<file path="src/design/mfrr_pkg.sv">
package mfrr_pkg;

	// frame geometry
	localparam int MASK_BLOCKS = 4;
	localparam int FRAME_BYTES = 256;
	localparam int MASK_BYTES  = MASK_BLOCKS * 8;
	localparam int MASK_BITS   = MASK_BYTES * 8;
	localparam int COL_LIMIT   = (FRAME_BYTES < MASK_BITS) ? FRAME_BYTES : MASK_BITS;
	localparam int GRP_W       = $clog2(MASK_BYTES);
	localparam int IDX_W       = GRP_W + 3;

	// mask bits that may carry a column
	localparam logic [MASK_BITS-1:0] LIM_MASK = {MASK_BITS{1'b1}} >> (MASK_BITS - COL_LIMIT);

	// config port
	localparam int PADDR_W = 4;
	localparam logic [1:0] REG_DELTA = 2'd0;
	localparam logic [1:0] REG_KEY   = 2'd1;
	localparam logic [1:0] REG_EVENT = 2'd2;

	// section codes
	localparam logic [2:0] SEC_TYPE    = 3'd0;
	localparam logic [2:0] SEC_FLAGS   = 3'd1;
	localparam logic [2:0] SEC_DATA    = 3'd2;
	localparam logic [2:0] SEC_EVENT   = 3'd3;
	localparam logic [2:0] SEC_DISCARD = 3'd4;

	// status codes
	localparam logic [1:0] ST_OK      = 2'd0;
	localparam logic [1:0] ST_TRUNC   = 2'd1;
	localparam logic [1:0] ST_CORRUPT = 2'd2;

	typedef enum logic [2:0] {
		PH_TYPE,
		PH_MASK,
		PH_DATA,
		PH_EVENT,
		PH_ERR
	} phase_t;

	typedef struct packed {
		logic [7:0] delta_code;
		logic [7:0] keyframe_code;
		logic [7:0] event_code;
	} codes_t;

	typedef struct packed {
		logic [7:0] byte_out;
		logic [2:0] section;
		logic [8:0] slot;
		logic [1:0] status;
		logic       done_res;
	} res_t;

endpackage

</file>
<file path="src/design/mfrr_if.sv">
interface mfrr_in_if;
	logic       valid;
	logic       ready;
	logic [7:0] byte_in;
	logic       end_of_body;

	modport source (output valid, output byte_in, output end_of_body, input ready);
	modport sink (input valid, input byte_in, input end_of_body, output ready);
endinterface

interface mfrr_out_if;
	logic       valid;
	logic       ready;
	logic [7:0] byte_out;
	logic [2:0] section;
	logic [8:0] slot;
	logic [1:0] status;
	logic       done_res;

	modport source (output valid, output byte_out, output section, output slot,
		output status, output done_res, input ready);
	modport sink (input valid, input byte_out, input section, input slot,
		input status, input done_res, output ready);
endinterface

</file>
<file path="src/design/mfrr_cfg.sv">
module mfrr_cfg (
	input  logic                         clk,
	input  logic                         arst_n,
	input  logic                         psel,
	input  logic                         penable,
	input  logic                         pwrite,
	input  logic [mfrr_pkg::PADDR_W-1:0] paddr,
	input  logic [31:0]                  pwdata,
	output logic [31:0]                  prdata,
	output logic                         pready,
	output mfrr_pkg::codes_t             codes
);
	import mfrr_pkg::*;

	codes_t     codes_q;
	logic       wr_en;
	logic [1:0] reg_idx;

	assign pready  = 1'b1;
	assign wr_en   = psel & penable & pwrite;
	assign reg_idx = paddr[3:2];
	assign codes   = codes_q;

	// register writes
	always_ff @(posedge clk or negedge arst_n) begin
		if (!arst_n) begin
			codes_q.delta_code    <= 8'd0;
			codes_q.keyframe_code <= 8'd1;
			codes_q.event_code    <= 8'd2;
		end else if (wr_en) begin
			unique case (reg_idx)
				REG_DELTA: codes_q.delta_code    <= pwdata[7:0];
				REG_KEY:   codes_q.keyframe_code <= pwdata[7:0];
				REG_EVENT: codes_q.event_code    <= pwdata[7:0];
				default: ;
			endcase
		end
	end

	// read mux
	always_comb begin
		unique case (reg_idx)
			REG_DELTA: prdata = {24'd0, codes_q.delta_code};
			REG_KEY:   prdata = {24'd0, codes_q.keyframe_code};
			REG_EVENT: prdata = {24'd0, codes_q.event_code};
			default:   prdata = 32'd0;
		endcase
	end
endmodule

</file>
<file path="src/design/mfrr_ffs.sv">
module mfrr_ffs (
	input  logic [mfrr_pkg::MASK_BITS-1:0] bits,
	output logic                           found,
	output logic [mfrr_pkg::IDX_W-1:0]     idx
);
	import mfrr_pkg::*;

	logic [MASK_BYTES-1:0] grp_any;
	logic [GRP_W-1:0]      grp_sel;
	logic [7:0]            grp_byte;
	logic [2:0]            bit_sel;

	// first byte with any pending bit
	always_comb begin
		found   = 1'b0;
		grp_sel = '0;
		for (int g = 0; g < MASK_BYTES; g++) begin
			grp_any[g] = |bits[g*8 +: 8];
		end
		for (int g = MASK_BYTES - 1; g >= 0; g--) begin
			if (grp_any[g]) begin
				found   = 1'b1;
				grp_sel = GRP_W'(g);
			end
		end
	end

	// first bit inside that byte
	always_comb begin
		grp_byte = bits[{grp_sel, 3'b000} +: 8];
		bit_sel  = 3'd0;
		for (int j = 7; j >= 0; j--) begin
			if (grp_byte[j]) bit_sel = 3'(j);
		end
	end

	assign idx = {grp_sel, bit_sel};
endmodule

</file>
<file path="src/design/mfrr_route.sv">
module mfrr_route (
	input  logic             clk,
	input  logic             arst_n,
	input  logic             fire,
	input  logic [7:0]       byte_in,
	input  logic             end_of_body,
	input  mfrr_pkg::codes_t codes,
	output mfrr_pkg::res_t   res
);
	import mfrr_pkg::*;

	phase_t           phase_q, phase_n;
	logic [GRP_W-1:0] mask_cnt_q, mask_cnt_n;
	logic [IDX_W-1:0] col_q, col_n;
	logic [MASK_BITS-1:0] pend_q, pend_n;
	logic             found;
	logic [IDX_W-1:0] found_idx;

	// pending mask bits: load on mask beats, drop a column once it is routed
	always_comb begin
		pend_n = pend_q;
		if (phase_q == PH_MASK) begin
			for (int g = 0; g < MASK_BYTES; g++) begin
				if (mask_cnt_q == GRP_W'(g)) pend_n[g*8 +: 8] = byte_in & LIM_MASK[g*8 +: 8];
			end
		end else if (phase_q == PH_DATA) begin
			pend_n[col_q] = 1'b0;
		end
	end

	mfrr_ffs u_ffs (
		.bits  (pend_n),
		.found (found),
		.idx   (found_idx)
	);

	// classification and next state
	always_comb begin
		phase_n       = phase_q;
		mask_cnt_n    = mask_cnt_q;
		col_n         = col_q;
		res.byte_out  = byte_in;
		res.section   = SEC_DISCARD;
		res.slot      = 9'd0;
		res.done_res  = end_of_body;
		unique case (phase_q)
			PH_TYPE: begin
				if (byte_in == codes.delta_code || byte_in == codes.keyframe_code) begin
					res.section = SEC_TYPE;
					phase_n     = PH_MASK;
					mask_cnt_n  = '0;
					col_n       = '0;
				end else if (byte_in == codes.event_code) begin
					res.section = SEC_TYPE;
					phase_n     = PH_EVENT;
				end else begin
					phase_n = PH_ERR;
				end
			end
			PH_MASK: begin
				res.section = SEC_FLAGS;
				res.slot    = 9'(mask_cnt_q >> 3);
				if (mask_cnt_q == GRP_W'(MASK_BYTES - 1)) begin
					mask_cnt_n = '0;
					if (found) begin
						col_n   = found_idx;
						phase_n = PH_DATA;
					end else begin
						phase_n = PH_TYPE;
					end
				end else begin
					mask_cnt_n = mask_cnt_q + 1'b1;
				end
			end
			PH_DATA: begin
				res.section = SEC_DATA;
				res.slot    = 9'(col_q);
				if (found) col_n = found_idx;
				else phase_n = PH_TYPE;
			end
			PH_EVENT: begin
				res.section = SEC_EVENT;
				phase_n     = PH_TYPE;
			end
			PH_ERR: begin
				phase_n = PH_ERR;
			end
			default: begin
				phase_n = PH_ERR;
			end
		endcase

		// status, and body restart on the final byte
		if (phase_n == PH_ERR) res.status = ST_CORRUPT;
		else if (end_of_body && phase_n != PH_TYPE) res.status = ST_TRUNC;
		else res.status = ST_OK;
		if (end_of_body) begin
			phase_n    = PH_TYPE;
			mask_cnt_n = '0;
			col_n      = '0;
		end
	end

	// control state
	always_ff @(posedge clk or negedge arst_n) begin
		if (!arst_n) begin
			phase_q    <= PH_TYPE;
			mask_cnt_q <= '0;
			col_q      <= '0;
		end else if (fire) begin
			phase_q    <= phase_n;
			mask_cnt_q <= mask_cnt_n;
			col_q      <= col_n;
		end
	end

	// mask store
	always_ff @(posedge clk) begin
		if (fire) pend_q <= pend_n;
	end
endmodule

</file>
<file path="src/design/masked_frame_row_to_column_router_unit.sv">
// Masked frame row to column router.
// in_ch carries the record body one byte per beat (byte_in, end_of_body set
// on the final byte); out_ch returns one beat per input beat, in order, with
// the byte, its section, its slot (mask block or column), a status and
// done_res. The APB port holds the delta, keyframe and event type codes at
// byte addresses 0, 4 and 8; write it only while no beat is in flight.
// Each beat passes through the input register, then the result register.
// Throughput: one beat per cycle while out_ch does not stall, set by the
// combinational priority encoder that picks the next set mask bit and
// loads the column register.
// Reset clears the phase, counters and valids and restores the default type
// codes; mask contents are not cleared and are always rewritten before use.
// When out_ch stalls, the result register holds and the input register
// still takes one more beat; after that in_ch.ready drops until out_ch
// drains. The body state restarts itself after each final byte.
module masked_frame_row_to_column_router_unit (
	input  logic                         clk,
	input  logic                         arst_n,
	mfrr_in_if.sink                      in_ch,
	mfrr_out_if.source                   out_ch,
	input  logic                         psel,
	input  logic                         penable,
	input  logic                         pwrite,
	input  logic [mfrr_pkg::PADDR_W-1:0] paddr,
	input  logic [31:0]                  pwdata,
	output logic [31:0]                  prdata,
	output logic                         pready
);
	import mfrr_pkg::*;

	codes_t     codes;
	logic       valid_s1;
	logic [7:0] byte_s1;
	logic       eob_s1;
	logic       valid_s2;
	res_t       res;
	res_t       res_s2;
	logic       adv;

	mfrr_cfg u_cfg (
		.clk     (clk),
		.arst_n  (arst_n),
		.psel    (psel),
		.penable (penable),
		.pwrite  (pwrite),
		.paddr   (paddr),
		.pwdata  (pwdata),
		.prdata  (prdata),
		.pready  (pready),
		.codes   (codes)
	);

	// handshake between stages
	assign adv         = valid_s1 & (~valid_s2 | out_ch.ready);
	assign in_ch.ready = ~valid_s1 | adv;

	// input register
	always_ff @(posedge clk or negedge arst_n) begin
		if (!arst_n) begin
			valid_s1 <= 1'b0;
		end else if (in_ch.ready) begin
			valid_s1 <= in_ch.valid;
		end
	end

	always_ff @(posedge clk) begin
		if (in_ch.ready && in_ch.valid) begin
			byte_s1 <= in_ch.byte_in;
			eob_s1  <= in_ch.end_of_body;
		end
	end

	mfrr_route u_route (
		.clk         (clk),
		.arst_n      (arst_n),
		.fire        (adv),
		.byte_in     (byte_s1),
		.end_of_body (eob_s1),
		.codes       (codes),
		.res         (res)
	);

	// result register
	always_ff @(posedge clk or negedge arst_n) begin
		if (!arst_n) begin
			valid_s2 <= 1'b0;
		end else if (adv) begin
			valid_s2 <= 1'b1;
		end else if (out_ch.ready) begin
			valid_s2 <= 1'b0;
		end
	end

	always_ff @(posedge clk) begin
		if (adv) res_s2 <= res;
	end

	assign out_ch.valid    = valid_s2;
	assign out_ch.byte_out = res_s2.byte_out;
	assign out_ch.section  = res_s2.section;
	assign out_ch.slot     = res_s2.slot;
	assign out_ch.status   = res_s2.status;
	assign out_ch.done_res = res_s2.done_res;
endmodule

</file>
<file path="src/flat_wrapper.sv">
// flat-port wrapper written by rule: the top's interface ports become plain ports
module masked_frame_row_to_column_router_unit_flat import mfrr_pkg::*;
  (clk, arst_n, psel, penable, pwrite, paddr, pwdata, prdata, pready, in_ch_valid, in_ch_byte_in, in_ch_end_of_body, in_ch_ready, out_ch_valid, out_ch_byte_out, out_ch_section, out_ch_slot, out_ch_status, out_ch_done_res, out_ch_ready);
  mfrr_in_if in_ch_i ();
  mfrr_out_if out_ch_i ();
  input  logic clk;
  input  logic arst_n;
  input  logic psel;
  input  logic penable;
  input  logic pwrite;
  input  logic [mfrr_pkg::PADDR_W-1:0] paddr;
  input  logic [31:0] pwdata;
  output logic [31:0] prdata;
  output logic pready;
  input wire logic [$bits(in_ch_i.valid)-1:0] in_ch_valid;
  input wire logic [$bits(in_ch_i.byte_in)-1:0] in_ch_byte_in;
  input wire logic [$bits(in_ch_i.end_of_body)-1:0] in_ch_end_of_body;
  output wire logic [$bits(in_ch_i.ready)-1:0] in_ch_ready;
  output wire logic [$bits(out_ch_i.valid)-1:0] out_ch_valid;
  output wire logic [$bits(out_ch_i.byte_out)-1:0] out_ch_byte_out;
  output wire logic [$bits(out_ch_i.section)-1:0] out_ch_section;
  output wire logic [$bits(out_ch_i.slot)-1:0] out_ch_slot;
  output wire logic [$bits(out_ch_i.status)-1:0] out_ch_status;
  output wire logic [$bits(out_ch_i.done_res)-1:0] out_ch_done_res;
  input wire logic [$bits(out_ch_i.ready)-1:0] out_ch_ready;
  assign in_ch_i.valid = in_ch_valid;
  assign in_ch_i.byte_in = in_ch_byte_in;
  assign in_ch_i.end_of_body = in_ch_end_of_body;
  assign in_ch_ready = in_ch_i.ready;
  assign out_ch_valid = out_ch_i.valid;
  assign out_ch_byte_out = out_ch_i.byte_out;
  assign out_ch_section = out_ch_i.section;
  assign out_ch_slot = out_ch_i.slot;
  assign out_ch_status = out_ch_i.status;
  assign out_ch_done_res = out_ch_i.done_res;
  assign out_ch_i.ready = out_ch_ready;
  masked_frame_row_to_column_router_unit u_core (.clk(clk), .arst_n(arst_n), .in_ch(in_ch_i), .out_ch(out_ch_i), .psel(psel), .penable(penable), .pwrite(pwrite), .paddr(paddr), .pwdata(pwdata), .prdata(prdata), .pready(pready));
endmodule
</file>
<file path="config.mk">
export PLATFORM = sky130hd
export DESIGN_NAME = masked_frame_row_to_column_router_unit_flat
export DESIGN_NICKNAME = d
export VERILOG_FILES = /design/src/design/mfrr_pkg.sv /design/src/design/mfrr_if.sv /design/src/design/mfrr_cfg.sv /design/src/design/mfrr_ffs.sv /design/src/design/mfrr_route.sv /design/src/design/masked_frame_row_to_column_router_unit.sv /design/src/flat_wrapper.sv
export SDC_FILE = /design/constraint.sdc
export NUM_CORES = 1
export LEC_CHECK = 0
export BUFFER_PORTS_ARGS = -buffer_cell sky130_fd_sc_hd__buf_4
export CAP_MARGIN = 20
export CORE_MARGIN = 2
export CORE_UTILIZATION = 42
export CTS_CLUSTER_SIZE = 20
export DETAILED_ROUTE_END_ITERATION = 8
export MAX_ROUTING_LAYER = met4
export SLEW_MARGIN = 15
export SYNTH_ARGS = -nofsm -noshare
export SYNTH_HDL_FRONTEND = slang
export SYNTH_SLANG_ARGS = --single-unit
</file>
<file path="constraint.sdc">
create_clock -name clk -period 10.95 [get_ports clk]
set_clock_uncertainty 0.05 [all_clocks]
set_input_delay 1.6425 -clock clk [delete_from_list [all_inputs] [get_ports clk]]
set_output_delay 1.6425 -clock clk [all_outputs]
set_load 0.01 [all_outputs]
</file>
After elaboration in Yosys (flattened, before gate mapping)
Cells that the tools add are included.
Widths: inputs -> output; s select.
{ "word_totals": {"elab_cells": 251, "output_inout_bits": 58, "ff_bits": 330, "in_bits": 52} }
{ "classes": {"mux": 132, "shift": 1, "order_cmp": 2, "bitwise_logic": 9, "add_sub_neg": 1, "eq_ne": 42, "reduce_logical": 48} }
{ "op_table": {"columns": ["cell", "count"], "rows": [
  ["$mux 256", 2],
  ["$mux 8", 36],
  ["$and 256x256->256", 1],
  ["$not 256->256", 1],
  ["$reduce_or 8->1", 32],
  ["$shiftx 256x9->8", 1],
  ["$mux 5", 35],
  ["$eq 5x5->1 const B", 16],
  ["$pmux 8 s3", 2],
  ["$mux 3", 15],
  ["$eq 5x4->1 const B", 8],
  ["$mux 1", 36],
  ["$eq 8x8->1", 3],
  ["$pmux 3 s4", 2],
  ["$eq 5x3->1 const B", 4],
  ["$pmux 8 s2", 1],
  ["$eq 5x2->1 const B", 2],
  ["$pmux 5 s2", 1],
  ["$lt 8x9->1 const B", 1],
  ["$demux 1 s8", 1],
  ["$ge 8x1->1 const B", 1],
  ["$eq 3x2->1 const B", 2],
  ["$reduce_and 2->1", 3],
  ["$reduce_bool 3->1", 2],
  ["21 further kinds", 27]
]} }

Logic depth before layout (Yosys ltp)
{ "logic_depth": {"word_depth": 54, "depth_mapped": 26, "ltp_nobuf": 19} }

Modules after synthesis
Synthesis repeated with hierarchy kept, for this count alone.
{ "hier_totals": {"cells_unflattened": 1971, "hier_area_um2": 20522.2} }
{ "by_module_without_submodules": {"columns": ["mod", "cells_per_inst", "instances", "seq_area_each_um2", "area_per_inst_um2"], "rows": [
  ["mfrr_route", 1268, 1, 8087.8, 14325.0],
  ["mfrr_ffs", 555, 1, 0.0, 3796.1],
  ["mfrr_cfg", 108, 1, 603.1, 1336.3],
  ["masked_frame_row_to_column_router_unit", 40, 1, 1011.0, 1064.8]
]} }

Worst setup path before layout
Ideal clock, no wire load.
{ "synth_path": {"path_kind": "input -> register", "startpoint": "input out_ch_ready", "endpoint": "register u_core.u_route.mask_cnt_q[3]", "slack_ns": 1.519, "cell_stages": 6, "t_arrival_ns": 9.286, "t_required_ns": 10.805, "setup_ns": 0.095, "n_path_buf": 0, "path_cell_list": "nand2b_1 nand2_1 inv_1 o21ai_1 or2_2 o31ai_1"} }
{ "synth_via": {"elab_chain_len": 3} }
{ "synth_lines": {"columns": ["element", "line", "text"], "rows": [
  ["from (decl)", "flat_wrapper.sv:25", "input wire logic [$bits(out_ch_i.ready)-1:0] out_ch_ready;"],
  ["$or 1x1->1", "masked_frame_row_to_column_router_unit.sv:54", "assign adv = valid_s1 & (~valid_s2 | out_ch.ready);"],
  ["$and 1x1->1", "masked_frame_row_to_column_router_unit.sv:54", null],
  ["via u_core.adv", "masked_frame_row_to_column_router_unit.sv:38", "logic adv;"],
  ["$reduce_and 3->1 (no line)", null, null],
  ["to (signal assigned)", "mfrr_route.sv:112", "mask_cnt_q <= mask_cnt_n;"],
  ["to (decl)", "mfrr_route.sv:13", "logic [GRP_W-1:0] mask_cnt_q, mask_cnt_n;"]
]} }
The timed path passes the listed nets, and every way through them passes these cells.
A chain may end at the register's enable or synchronous reset.

Final worst setup path
{ "layout_path": {"startpoint": "register u_core.u_route.phase_q[0]", "endpoint": "register u_core.u_route.col_q[0]"} }
{ "layout_via": {"word_cells_on_any_way": 118, "classes_between": "eq/ne (4); shift (1); mux (78); reduce/logical (35)"} }
{ "layout_rtl": {"columns": ["element", "line", "text"], "rows": [
  ["from (decl)", "mfrr_route.sv:12", "phase_t phase_q, phase_n;"],
  ["from (signal assigned)", "mfrr_route.sv:111", "phase_q <= phase_n;"],
  ["$eq 3x2->1", "mfrr_route.sv:26", "end else if (phase_q == PH_DATA) begin"],
  ["$mux 256", "mfrr_route.sv:26", null],
  ["$mux 256 (*)", "mfrr_route.sv:22", "if (phase_q == PH_MASK) begin"],
  ["via u_core.u_route.pend_n[223]", "mfrr_route.sv:15", "logic [MASK_BITS-1:0] pend_q, pend_n;"],
  ["$reduce_or 8->1", "mfrr_ffs.sv:18", "grp_any[g] = |bits[g*8 +: 8];"],
  ["$mux 5 (28 in a row)", "mfrr_ffs.sv:21", "if (grp_any[g]) begin"],
  ["$shiftx 256x9->8", "mfrr_ffs.sv:30", "grp_byte = bits[{grp_sel, 3'b000} +: 8];"],
  ["$mux 3 (8 in a row)", "mfrr_ffs.sv:33", "if (grp_byte[j]) bit_sel = 3'(j);"],
  ["$mux 8 (*)", "mfrr_route.sv:65, mfrr_route.sv:78", null],
  ["$mux 8", "mfrr_route.sv:63", "if (mask_cnt_q == GRP_W'(MASK_BYTES - 1)) begin"],
  ["$pmux 8 s3 (*)", "mfrr_route.sv:46", "unique case (phase_q)"],
  ["$mux 8 (*)", "mfrr_route.sv:97", "if (end_of_body) begin"],
  ["to (signal assigned)", "mfrr_route.sv:113", "col_q <= col_n;"],
  ["to (decl)", "mfrr_route.sv:14", "logic [IDX_W-1:0] col_q, col_n;"]
]} }
The timed path passes the listed nets; every way through them passes the cells marked *. The select of a mux whose other input is x is not followed.

==> results.cfg <==
[global_routing]
grt_pass1_wl_mm = 145
grt_usage_pct = 38.3
grt_start_max_net_pins = 87
grt_pass1_vias = 19900
antenna_found_initial = 3
grt-ovfl-total = 0

[synthesis]
synth_top_area_share_pct = 38.9
synth_common_cells = edfxtp_1, nand2_1, o21ai_0, mux2i_1, nor2_1
syn_inst = 2226
seq_area_frac_synth_pct = 43.7
synth-edff-count = 287
synthMostInstantiatedCell = edfxtp_1
avgSynthCellArea_um2 = 9.95
yosysWarnings = 0
synth_flop_cell = edfxtp_1
netlist_area_um2 = 22100
async_reset_ff_share_pct = 12.8
synth_area_leaders = edfxtp_1, mux2i_1, dfrtp_1
yosys.area.top_type = edfxtp_1
synth_cell_types = 111
ys_seq_elements = 329

[worst_hold_path]
hold_path.class = reg -> reg
hold_depth = 1

[sta]
setup_violations = 0
rsz0062_at_grt = no
slew_headroom_pct = 14.5
fin_setup_tns_ps = 0
period_needed_ps = 8220
fmax_ghz = 0.122
hold_viol_final = 0
setup_ws_ps = 2730
slew_violations = 0
finalCritPeriodShare_pct = 75.1
hold_slack_ps = 456
tightestPinTransition_ps = 1280

[worst_setup_path]
r2r_cells = 19
end_kind = flip-flop
cp.required_ps = 11360
cp.arrival_ps = 8630
path_class = reg -> reg
start_kind = flip-flop
crit_fanout = 78

[clock_network]
cts_root_buffer = clkbuf_16
hold_buffers = 0
clock_path_buffers = 3
htree_levels = 2
cts_made_buffers = 42
postCtsSetupBuffers = 0
cts_tree = built
cts.sinks = 329
cts-resized-gates = 0
clock_latency_ps = 600
cts.clk_slew.worst_paths_ps = 60

[cells_and_area]
fillers = 4894
regArea_um2 = 9670
syn2layout_area_growth_pct = 9.76
final_nets = 2249
multi_input_area_um2 = 11200
layout-drive-gt1-share_pct = 14.3

[power]
vdd_ir_drop_max_v = 0.0000934
powerDensity_nw_per_um2 = 128
p_leak_uw = 0.00704

[placed_design]
port_buffers = 57
dp_slack_ps = 3200
dp.final_hpwl_mm = 67.1
place.gp.congestion = 1.04

[drt]
wl_mm = 103
antenna_left = 0
vias = 21300
viasPerCell = 7.30
drt-initial-drc-count = 3206
drc = 0
wire_per_inst_um = 35.3
drtPass1Iterations = 9

[floorplanning]
die-area_um2 = 54600
core_area_um2 = 52300
placementRows = 84
initial_utilization_pct = 42.3
die_h_um = 234
pin_count = 110
chipWidth_um = 234

[run]
maxCapViolations = 0

[run_status]
status = finished, final reports clean
worst max-delay path, stage by stage (launching register included):
cell and delay (ps):
dfrtp_1 960, nor3b_4 1020, buf_12 400, a31oi_1 130, a221oi_1 910, nor4_1 290, nand3_1 280, a211oi_1 80
o311a_1 410, o2111a_1 330, nor2_4 160, buf_4 450, buf_4 640, mux2i_1 260, mux2i_1 420, o32ai_1 200
a211o_1 320, and4_1 160, a221oi_1 320, o221ai_1 180
kinds of logic after synthesis:
group / Yosys count / share of synthesized area (%)
AOI/OAI and AO/OA: 670 / 21.3
xor gates and xnor gates: 24 / 0.949
adders and majority gates: 7 / 0.395
buffers and inverters: 283 / 6.17
DFF: 329 / 43.7
muxes: 191 / 9.03
other: 2 / 0.0339
and+or+nand+nor: 720 / 18.4
power breakdown:
group | internal, uW | switching [uW] | total [uW]
clock | 807 | 579 | 1390
combinational | 85.7 | 194 | 279
sequential | 1420 | 37.2 | 1460
layout by cell type, fill, tap and decap left out, types with 16 or more instances in the layout:
cell,instances
mux2_2,46
buf_4,136
a31oi_1,25
o21ai_0,151
o22ai_1,16
o41ai_1,67
nor2_1,131
nand2b_1,19
nor4_1,55
o211ai_1,20
dfrtp_1,40
mux2i_1,141
inv_1,34
o31ai_1,54
nor3_1,65
a21oi_1,89
xor2_1,16
nand3_1,84
nand2_1,152
edfxtp_1,287
a211oi_1,47
a221oi_1,44
clkbuf_16,43
nand4_1,18
conb_1,26
flip-flops by register name, summed over array words and instances, names as in the netlist:
| name | count |
|---|---|
| u_core.u_cfg.codes | 24 |
| u_core.out_ch.section | 3 |
| u_core.u_route.mask_cnt_q | 5 |
| u_core.eob_s1 | 1 |
| u_core.out_ch.valid | 1 |
| u_core.u_route.col_q | 8 |
| u_core.out_ch.status | 2 |
| u_core.out_ch.slot | 8 |
| u_core.valid_s1 | 1 |
| u_core.out_ch.byte_out | 8 |
| u_core.out_ch.done_res | 1 |
| u_core.byte_s1 | 8 |
| u_core.u_route.phase_q | 3 |
| u_core.u_route.pend_q | 256 |
per-layer routing:
| metal | track usage, % | wire length [um] | share of wire, % | vias to the layer above |
|---|---|---|---|---|
| met2 | 52.2 | 42000 | 41 | 1708 |
| met3 | 10.8 | 13500 | 13 | 404 |
| met4 | 23.8 | 7680 | 7.5 | 0 |
| met1 | 49.7 | 39400 | 38 | 10400 |
| met5 | - | 0 | 0 | - |
| li1 | - | - | - | 8712 |
per-stage QoR:
stage / instances / utilization [%] / area (um^2) / power (uW)
6_report: 2911 / 46.4 / 24300 / 3120
5_1_grt: 2911 / 46.4 / 24300 / 3200
4_1_cts: 2907 / 46.4 / 24300 / 3120
3_5_place_dp: 2833 / 43.9 / 23000 / 1750
3_3_place_gp: 2833 / 43.9 / 23000 / 1750
2_1_floorplan: 2250 / - / 22200 / 1650
final cells by class:
cell class	instances	share of cell area (%)
Multi-Input combinational cell	1638	46.2
Timing Repair Buffer	138	4.30
Inverter	41	0.664
Clock inverter	17	0.726
Antenna cell	3	0.0309
Tap cell	688	3.54
Sequential cell	329	39.8
Clock buffer	57	4.72
worst paths after layout:
check	end	slack [ps]	from
hold reg to reg	u_core.out_ch.valid$_DFFE_PN0P_	460	u_core.valid_s1$_DFFE_PN0N_
max in group asynchronous	u_core.u_route.phase_q[2]$_DFFE_PN0P_	9430	arst_n
setup / recovery	u_core.u_route.col_q[0]$_DFFE_PN0P_	2730	u_core.u_route.phase_q[0]$_DFFE_PN0P_
min in group asynchronous	u_core.u_cfg.codes[9]$_DFFE_PN0P_	1010	arst_n
setup reg to reg	u_core.u_route.col_q[0]$_DFFE_PN0P_	2730	u_core.u_route.phase_q[0]$_DFFE_PN0P_
hold / removal	u_core.out_ch.valid$_DFFE_PN0P_	460	u_core.valid_s1$_DFFE_PN0N_
Power figures use the tool's default switching activity.
